## src/design/hcbd_pkg.sv

```systemverilog
package hcbd_pkg;

    localparam int SIZE_BITS_DEFAULT = 32;

    localparam logic [7:0] CH_CR = 8'h0D;
    localparam logic [7:0] CH_LF = 8'h0A;

    typedef enum logic [1:0] {
        STATUS_BUSY = 2'd0,
        STATUS_OK   = 2'd1,
        STATUS_ERR  = 2'd2
    } status_t;

    typedef enum logic [8:0] {
        PH_SIZE    = 9'b000000001,
        PH_SIZE_LF = 9'b000000010,
        PH_DATA    = 9'b000000100,
        PH_DATA_CR = 9'b000001000,
        PH_DATA_LF = 9'b000010000,
        PH_END_CR  = 9'b000100000,
        PH_END_LF  = 9'b001000000,
        PH_DONE    = 9'b010000000,
        PH_ERROR   = 9'b100000000
    } phase_t;

    typedef struct packed {
        logic [7:0] payload_byte;
        logic       payload_valid;
        status_t    body_status;
        logic       body_end;
    } result_t;

    // {is_hex, value}
    function automatic logic [4:0] hex_digit(input logic [7:0] c);
        logic [4:0] r;
        r = 5'd0;
        if (c >= 8'h30 && c <= 8'h39)
            r = {1'b1, 4'(c - 8'h30)};
        else if (c >= 8'h61 && c <= 8'h66)
            r = {1'b1, 4'(c - 8'h57)};
        else if (c >= 8'h41 && c <= 8'h46)
            r = {1'b1, 4'(c - 8'h37)};
        return r;
    endfunction

endpackage

```

## src/design/hcbd_step.sv

```systemverilog
module hcbd_step #(
    parameter int SIZE_BITS = hcbd_pkg::SIZE_BITS_DEFAULT
) (
    input  logic              clk,
    input  logic              rst_n,
    input  logic              fire,
    input  logic [7:0]        in_byte,
    input  logic              in_last,
    output hcbd_pkg::result_t result
);
    import hcbd_pkg::*;

    phase_t               phase_reg, phase_next, phase_tmp;
    logic [SIZE_BITS-1:0] size_reg, size_next;
    logic [SIZE_BITS-1:0] remain_reg, remain_next;
    logic                 digit_seen_reg, digit_seen_next;
    logic [4:0]           hex;

    assign hex = hex_digit(in_byte);

    always_comb
    begin
        phase_tmp       = phase_reg;
        size_next       = size_reg;
        remain_next     = remain_reg;
        digit_seen_next = digit_seen_reg;
        result          = '0;

        unique case (phase_reg)
            PH_SIZE:
            begin
                if (hex[4])
                begin
                    // one more digit would overflow the size field
                    if (size_reg[SIZE_BITS-1 -: 4] != 4'd0)
                        phase_tmp = PH_ERROR;
                    else
                    begin
                        size_next       = {size_reg[SIZE_BITS-5:0], hex[3:0]};
                        digit_seen_next = 1'b1;
                    end
                end
                else if (in_byte == CH_CR && digit_seen_reg)
                    phase_tmp = PH_SIZE_LF;
                else
                    phase_tmp = PH_ERROR;
            end
            PH_SIZE_LF:
            begin
                if (in_byte != CH_LF)
                    phase_tmp = PH_ERROR;
                else if (size_reg == '0)
                    phase_tmp = PH_END_CR;
                else
                begin
                    remain_next = size_reg;
                    phase_tmp   = PH_DATA;
                end
            end
            PH_DATA:
            begin
                result.payload_valid = 1'b1;
                result.payload_byte  = in_byte;
                remain_next          = remain_reg - 1'b1;
                if (remain_reg == SIZE_BITS'(1))
                    phase_tmp = PH_DATA_CR;
            end
            PH_DATA_CR:
                phase_tmp = (in_byte == CH_CR) ? PH_DATA_LF : PH_ERROR;
            PH_DATA_LF:
            begin
                if (in_byte == CH_LF)
                begin
                    phase_tmp       = PH_SIZE;
                    size_next       = '0;
                    digit_seen_next = 1'b0;
                end
                else
                    phase_tmp = PH_ERROR;
            end
            PH_END_CR:
                phase_tmp = (in_byte == CH_CR) ? PH_END_LF : PH_ERROR;
            PH_END_LF:
                phase_tmp = (in_byte == CH_LF) ? PH_DONE : PH_ERROR;
            PH_DONE:
                phase_tmp = PH_DONE;
            PH_ERROR:
                phase_tmp = PH_ERROR;
            default:
                phase_tmp = PH_ERROR;
        endcase

        if (phase_tmp == PH_DONE)
            result.body_status = STATUS_OK;
        else if (phase_tmp == PH_ERROR || in_last)
            result.body_status = STATUS_ERR;
        else
            result.body_status = STATUS_BUSY;
        result.body_end = in_last;

        phase_next = phase_tmp;
        // last word of a body: back to the reset state
        if (in_last)
        begin
            phase_next      = PH_SIZE;
            size_next       = '0;
            remain_next     = '0;
            digit_seen_next = 1'b0;
        end
    end

    always_ff @(posedge clk or negedge rst_n)
    begin
        if (!rst_n)
        begin
            phase_reg      <= PH_SIZE;
            size_reg       <= '0;
            remain_reg     <= '0;
            digit_seen_reg <= 1'b0;
        end
        else if (fire)
        begin
            phase_reg      <= phase_next;
            size_reg       <= size_next;
            remain_reg     <= remain_next;
            digit_seen_reg <= digit_seen_next;
        end
    end

endmodule

```

## src/design/http_chunked_body_decoder.sv

```systemverilog
// Decodes an HTTP chunked body, one byte per word, at a sustained rate of one
// word per cycle while m_tready holds. Every input word gives exactly one output
// word, through the input register and then the result register; the chunk state
// advances as the word moves between them. tuser marks payload bytes, tdata carries the
// running body status, and tlast flags the result of the body's last byte,
// whose status is final: 1 complete, 2 malformed. Payload is forwarded as it
// arrives, so a consumer must drop it when the final status is 2.
module http_chunked_body_decoder #(
    parameter int SIZE_BITS = hcbd_pkg::SIZE_BITS_DEFAULT
) (
    input  logic        clk,
    input  logic        rst_n,
    input  logic        s_tvalid,
    output logic        s_tready,
    input  logic [7:0]  s_tdata,   // [7:0] in_byte
    input  logic        s_tlast,   // in_last
    output logic        m_tvalid,
    input  logic        m_tready,
    output logic [15:0] m_tdata,   // [7:0] payload_byte, [9:8] body_status, rest zero
    output logic        m_tuser,   // payload_valid
    output logic        m_tlast    // body_end
);
    import hcbd_pkg::*;

    logic       in_valid_reg, in_valid_next;
    logic [7:0] in_byte_reg;
    logic       in_last_reg;
    logic       out_valid_reg, out_valid_next;
    result_t    out_reg;
    result_t    step_result;
    logic       advance;
    logic       fire;

    assign advance  = !out_valid_reg || m_tready;
    assign fire     = in_valid_reg && advance;
    assign s_tready = !in_valid_reg || advance;

    always_comb
    begin
        in_valid_next  = in_valid_reg;
        if (s_tvalid && s_tready)
            in_valid_next = 1'b1;
        else if (advance)
            in_valid_next = 1'b0;
        out_valid_next = advance ? in_valid_reg : out_valid_reg;
    end

    hcbd_step #(
        .SIZE_BITS (SIZE_BITS)
    ) u_step (
        .clk     (clk),
        .rst_n   (rst_n),
        .fire    (fire),
        .in_byte (in_byte_reg),
        .in_last (in_last_reg),
        .result  (step_result)
    );

    always_ff @(posedge clk or negedge rst_n)
    begin
        if (!rst_n)
        begin
            in_valid_reg  <= 1'b0;
            out_valid_reg <= 1'b0;
        end
        else
        begin
            in_valid_reg  <= in_valid_next;
            out_valid_reg <= out_valid_next;
        end
    end

    always_ff @(posedge clk)
    begin
        if (s_tvalid && s_tready)
        begin
            in_byte_reg <= s_tdata;
            in_last_reg <= s_tlast;
        end
        if (fire)
            out_reg <= step_result;
    end

    assign m_tvalid = out_valid_reg;
    assign m_tdata  = {6'd0, out_reg.body_status, out_reg.payload_byte};
    assign m_tuser  = out_reg.payload_valid;
    assign m_tlast  = out_reg.body_end;

    // an empty result register never stalls the input side
    assert property (@(posedge clk) disable iff (!rst_n)
        !out_valid_reg |-> s_tready)
    else $error("input stalled with empty result register");

    // payload is never reported on a completed body
    assert property (@(posedge clk) disable iff (!rst_n)
        (m_tvalid && m_tuser) |-> (out_reg.body_status != STATUS_OK))
    else $error("payload byte after body completion");

    // the last byte always carries a final status
    assert property (@(posedge clk) disable iff (!rst_n)
        (m_tvalid && m_tlast) |-> (out_reg.body_status != STATUS_BUSY))
    else $error("body end without final status");

    // non-payload results carry a zero byte
    assert property (@(posedge clk) disable iff (!rst_n)
        (m_tvalid && !m_tuser) |-> (out_reg.payload_byte == 8'd0))
    else $error("nonzero byte on non-payload word");

endmodule

```

## config.mk

```make
export PLATFORM = sky130hd
export DESIGN_NAME = http_chunked_body_decoder
export DESIGN_NICKNAME = d
export VERILOG_FILES = /design/src/design/hcbd_pkg.sv /design/src/design/hcbd_step.sv /design/src/design/http_chunked_body_decoder.sv
export SDC_FILE = /design/constraint.sdc
export NUM_CORES = 1
export LEC_CHECK = 0
export ABC_AREA = 0
export ABC_CLOCK_PERIOD_IN_PS = 2700
export BUFFER_PORTS_ARGS = -buffer_cell sky130_fd_sc_hd__buf_2
export CORE_MARGIN = 8
export CORE_UTILIZATION = 49
export CTS_CLUSTER_DIAMETER = 200
export CTS_CLUSTER_SIZE = 20
export DETAILED_ROUTE_END_ITERATION = 8
export HOLD_SLACK_MARGIN = 0.15
export PLACE_DENSITY = 0.76
export SYNTH_ARGS = -nofsm -noshare
export SYNTH_HDL_FRONTEND = slang
export SYNTH_SLANG_ARGS = --single-unit
```

## constraint.sdc

```tcl
create_clock -name clk -period 2.7 [get_ports clk]
set_input_delay 0.27 -clock clk [delete_from_list [all_inputs] [get_ports clk]]
set_output_delay 0.27 -clock clk [all_outputs]
set_load 0.03 [all_outputs]
```

==> results.md, run 1 <==
- Status: complete, no violations
- Setup Buffers After CTS: 0
- Post-synth ARST share: 78.4%
- Worst VDD drop: 0.225 mV
- First-pass GRT wire length: 21900 um
- CTS Buffer Depth: 2
- Worst-path fanout max: 4
- Worst skew pair latency: 370 ps
- HPWL after detailed placement: 8790 um
- Synth Area in Compound Gates: 24.7%
- Post-Synth Adder-Cell Area: 1.46%
- Worst-path clk slew: 100 ps
- Max-slew violation count: 0
- Die width: 119 um
- Drt initial violations: 462
- Share of cells above drive strength 1: 16.4%
- Routed Antenna Nets: 0
- Post-synth top flop: dfrtp_1
- DR vias: 4502
- Slew margin rel.: 35.0%
- Ports: 33
- Main combinational cell family by area after synthesis: compound AO/OA/AOI/OAI gates
- Post-synthesis mux area share: 0%
- Total wire length: 13400 um
- Crit path arrival time: 2860 ps
- Pin count of the biggest net entering global routing: 77
- Die ar.: 0.0140 mm2
- Antenna Cells: 0
- Starting density of the core: 50.1%
- Total CTS buffers: 9
- Synth Area in Simple Gates: 18.3%
- Worst Skew: 9.81 ps
- Number of synthesized flops with an enable pin: 21
- Residual DRC count: 0
- GP Congestion: 0.891
- Syn_area_per_cell: 10.1 um2
- Initial antenna violation count: 0
- Port Buffer Count: 26
- Height of the die: 119 um
- Mapped Area: 0.00515 mm2
- Total negative slack: 0 ps
- Crit. End Element: register
- Crit path kind: register to register
- Worst slack, placed: 96.2 ps
- Seq cells post-synth: 97
- Tightest Pin Transition: 975 ps
- Final min period: 2590 ps
- Fin area: 0.00588 mm2
- Fmax: 0.386 GHz
- Critical Path RT: 2970 ps
- Syn Inst Count: 509
- Core area: 0.0103 mm2
- Final setup fails: 0
- Tcrit/Tclk final: 96.0%
- Reg area: 0.00253 mm2
- Clk sinks: 97
- DR WL/cell: 19.4 um
- RSZ-0062 raised after global routing: no
- H-tree levels: 3
- Synthesis-to-layout area growth: 14.1%
- Placed Area: 0.00557 mm2
- Layout filler cell count: 871
- Final net count: 570
- Leakage: 2.72 nW
- Vias per std cell: 6.51
- Vias in the first global route: 4380
- CTS tree: yes
- Total power: 2.73 mW
- GRT overflow: 0
- Sequential area share after synthesis: 49.2%
- Footprint of the multi-input gates: 0.00237 mm2
- Power per cell area: 464 mW/mm2
- Final WS setup: 108 ps
- Synth Warn #: 0
- HP Class: primary input to register
- All-Layer GR Usage: 18.8%
- Number of max-cap violations: 0
- CTS root buf: clkbuf_8
- Post-synthesis xor/xnor area fraction: 0.510%
- Hold Vio Cnt, Final: 0
- DR pass1 iterations: 5
- Synth unique cells: 64
- Startpoint type of the worst setup path: register
- Number of cell rows: 37
[power breakdown]
group          internal, mW  switching [mW]
combinational        0.0937           0.185
clock                 0.348           0.543
sequential             1.53          0.0262
total                  1.97           0.754
[final timing paths]
| check | start | end | slack (ps) | cells after the start |
|---|---|---|---|---|
| worst max-delay path | u_step.remain_reg[1] | u_step.remain_reg[16] | 110 | 7 |
| worst min-delay path | m_tready | m_tvalid | 210 | 3 |
| worst max register to register | u_step.remain_reg[1] | u_step.remain_reg[16] | 110 | 7 |
| worst min register to register | u_step.remain_reg[16] | u_step.remain_reg[16] | 510 | 1 |
| max in group asynchronous | rst_n | u_step.remain_reg[22] | 1480 | 2 |
| min in group asynchronous | rst_n | u_step.remain_reg[27] | 570 | 2 |
[kinds of logic after synthesis]
kind of cell	Yosys count
AOI/OAI and AO/OA	163
xor gates and xnor gates	3
adders and majority gates	6
buffers and inverters	70
DFF	97
other	1
and+or+nand+nor	169
[routing by layer]
metal / up-vias / global-route usage (%) / share of wire (%)
met1: 2195 / 24.1 / 43
li1: 2050 / - / -
met3: 33 / 3.33 / 6.4
met5: - / 0 / 0
met4: 0 / 9.17 / 3.2
met2: 224 / 30.3 / 47
[cell usage in the layout, fill, tap and decap left out, drive strengths merged, types with 4 or more instances in the layout]
cell type / n
ha: 6
nand4: 5
nand3: 15
dlygate4sd3: 11
inv: 34
or2: 4
clkbuf: 10
a221oi: 18
buf: 55
or4b: 4
o41ai: 5
a22o: 50
o21ai: 17
conb: 6
o31ai: 6
dfrtp: 75
nor2b: 5
nor3: 18
or3: 8
nor4: 19
edfxtp: 21
o22ai: 16
a221o: 13
nand2b: 7
or4: 8
and2: 7
nor2: 18
a21oi: 17
nand2: 40
[worst max-delay path: stages (launching register included)]
cell and delay, ps:
dfrtp_1 420, inv_2 70, ha_2 160, or3b_2 460, or4_4 510, or3_1 320, a221o_1 320, a22o_1 220
[synth_stat cells, drive strengths merged (7+ instances only)]
library cell / n / area share [%]
edfxtp: 21 / 12
nor2: 18 / 1.3
a221oi: 18 / 3.1
a21oi: 17 / 1.7
nor4: 19 / 2.6
and2: 7 / 0.85
dfrtp: 75 / 36
or3: 8 / 0.97
nor3: 18 / 1.8
clkbuf: 24 / 1.7
nand3: 15 / 1.5
inv: 30 / 2.2
or4: 8 / 1.3
a22o: 50 / 8.5
nand2: 40 / 2.9
nand2b: 7 / 0.85
a221o: 13 / 2.5
o21ai: 17 / 1.7
buf: 16 / 1.8
o22ai: 16 / 1.9
[area by class of cell]
| class | instances | share of cell area, % |
|---|---|---|
| sequential | 97 | 43.1 |
| multi-input combinational | 347 | 40.4 |
| timing repair buffer | 66 | 8.69 |
| tap | 136 | 2.90 |
| clock buffer | 10 | 2.17 |
| inverter | 30 | 1.92 |
| clock inverter | 6 | 0.809 |
[metrics by stage]
stage          std cells  util [%]  hold WS (ps)
2_1_floorplan        514         -         -25.6
3_3_place_gp         665      54.2           447
3_5_place_dp         665      54.2           449
4_1_cts              692      57.0           191
5_1_grt              692      57.2           229
6_report             692      57.2           208
[what timing repair did]
action                                 CTS  global route
endpoints found under the hold margin   85             0
hold buffers                            11             0
gates resized for setup                  0             6
setup endpoints to repair                0            11
Note: power is estimated with default switching activity, not from simulation.
==> run 2, diff against run 1 <==
Settings changed: PLACE_DENSITY 0.76 to 0.69.
==> run 2 against run 1 <==
Against the previous run:
- via count fell by 2.3%
- sequential share of layout area decreased by 0.23 points
- largest cell class unchanged
- register-to-register slack worse by 20 ps
- routed wire length decreased by 2.6%
- count of clock-buffer cells in the layout did not move
==> results.md, run 2 (synthesized netlist as in run 1, its figures left out) <==
- GR Layer Usage met2: 29.5%
- Worst-path fanout max: 4
- Routed Antenna Nets: 0
- Dpl cells: 665
- Met1 usage: 25.5%
- Worst hold slack: 216 ps
- Final net count: 570
- Residual DRC count: 0
- Worst-path clk slew: 90 ps
- Worst hold start: m_tready
- Hold endpoint: m_tvalid
- Worst reg2reg setup slack: 90 ps
- Part of the power in registers: 54.3%
- Starting density of the core: 50.1%
- Tightest Pin Transition: 959 ps
- RSZ-0062 raised after global routing: no
- GP Congestion: 0.909
- Crit path arrival time: 2870 ps
- DR vias: 4398
- Util after Layout: 57.5%
- Synthesis-to-layout area growth: 14.8%
- GRT overflow: 0
- Antenna Cells: 0
- First-pass GRT wire length: 21800 um
- Status: complete, no violations
- GRT busiest layer: met2
- Crit. End Element: register
- H-tree levels: 3
- Worst Hold Depth: 3
- DR pass1 iterations: 5
- Drt initial violations: 403
- CP cell instances: inv_1 > ha_1 > or3b_2 > or4_4 > or3_1 > a221o_1 > a22o_1
- Fmax: 0.383 GHz
- Critical Path RT: 2960 ps
- Net Switching: 0.720 mW
- Max-slew violation count: 0
- Slowest cell on the critical path: or4_4
- Clk sinks: 97
- Tcrit/Tclk final: 96.6%
- Crit path kind: register to register
- WP buf/inv: 1
- Commonest cells after routing, fill and taps aside: 74 x dfrtp_1, 50 x a22o_1, 40 x nand2_1
- Vias in the first global route: 4238
- Worst Skew: 9.73 ps
- HP Class: primary input to register
- CTS root buf: clkbuf_8
- Die ar.: 0.0140 mm2
- Pin count of the biggest net entering global routing: 77
- Combinational power share: 9.4%
- Critical path startpoint: u_step.remain_reg[1]
- Port Buffer Count: 26
- Most common cell after layout, fill and taps aside: dfrtp_1
- Final min period: 2610 ps
- Startpoint type of the worst setup path: register
- Leakage: 2.73 nW
- Vias per std cell: 6.36
- Footprint of the multi-input gates: 0.00236 mm2
- Worst skew pair latency: 370 ps
- Initial antenna violation count: 0
- DR WL/cell: 18.9 um
- Power per cell area: 485 mW/mm2
- Total wire length: 13100 um
- Hold Vio Cnt, Final: 0
- Setup Buffers After CTS: 0
- R2R cell count: 7
- CTS Buffer Depth: 2
- All-Layer GR Usage: 18.9%
- Slew margin rel.: 36.1%
- Fin cells: 692
- Met3 usage: 2.76%
- Share of cells above drive strength 1: 16.0%
- Worst VDD drop: 0.275 mV
- Ports: 33
- Reg2reg start: u_step.remain_reg[1]
- Internal cell power: 2.15 mW
- Reg area: 0.00253 mm2
- Total CTS buffers: 9
- Number of cell rows: 37
- Clk pwr share: 36.3%
- Layout filler cell count: 905
- Worst R2R End: u_step.remain_reg[16]
- Die width: 119 um
- CTS tree: yes
- Number of max-cap violations: 0
- Max incr delay on CP: 510 ps
- Largest delay share family, worst path: simple AND/OR/NAND/NOR gates
- Final setup fails: 0
- Height of the die: 119 um
- Core area: 0.0103 mm2
- Total negative slack: 0 ps
- HPWL after detailed placement: 8730 um
- Switching part of the total: 25.1%
==> run 2: cell count changes in the layout (fill, tap and decap cells not counted), sizes merged <==
cell | previous run | this run
bufinv | 0 | 2
clkinv | 1 | 2
inv | 34 | 31
==> run 2: how the worst max path moves through the flow <==
stage                       endpoint  slack, ps  depth (start not counted)
2_1_floorplan  u_step.remain_reg[16]         70                          7
3_3_place_gp   u_step.remain_reg[14]        100                          6
3_5_place_dp   u_step.remain_reg[16]        100                          7
4_1_cts        u_step.remain_reg[16]         90                          7
5_1_grt        u_step.remain_reg[16]         30                          7
6_report       u_step.remain_reg[16]         90                          7
==> run 2: final cells by class <==
cell class              instances  share of cell area [%]
well taps                     136                    2.88
multi-input cells             347                    40.0
inverters                      30                    1.91
clock buffers                  10                    2.16
clock inverters                 6                    1.55
flip-flops and latches         97                    42.9
repair buffers                 66                    8.64
==> run 2: worst register-to-register path: cells and delay by family (launching register included) <==
family	cells	cell delay, ps
and+or+nand+nor	3	1300
AOI/OAI and AO/OA	2	560
DFF	1	410
buffers and inverters	1	80
adders and majority gates	1	160
==> run 2: layer usage <==
layer | part of all wire (%) | up-vias | wire length, um
met3 | 4.9 | 31 | 644
met1 | 45 | 2168 | 5910
met2 | 47 | 148 | 6180
met5 | 0 | - | 0
li1 | - | 2051 | -
met4 | 2.4 | 0 | 314
==> run 2: power groups by stage <==
| stage | Combinational [mW] | Clock [mW] | Sequential [mW] |
|---|---|---|---|
| floorplan | 0.149 | 0 | 1.60 |
| global placement | 0.252 | 0 | 1.58 |
| detailed placement | 0.257 | 0 | 1.59 |
| CTS | 0.272 | 1.07 | 1.56 |
| global route | 0.296 | 1.13 | 1.56 |
| finish | 0.270 | 1.04 | 1.56 |
==> run 2: through the flow <==
step                      area [um2]  power, mW  worst slack (ps)
after floorplan                 5170       1.75              73.4
after global placement          5570       1.84              97.1
after detailed placement        5570       1.84               103
after CTS                       5900       2.89              92.1
after global routing            5910       2.99              30.5
final                           5910       2.87              92.0
==> run 2: timing repair <==
action,in CTS,in global routing
hold endpoints to repair,85,0
setup endpoints to repair,0,8
resized for setup,0,3
hold buffers,11,0
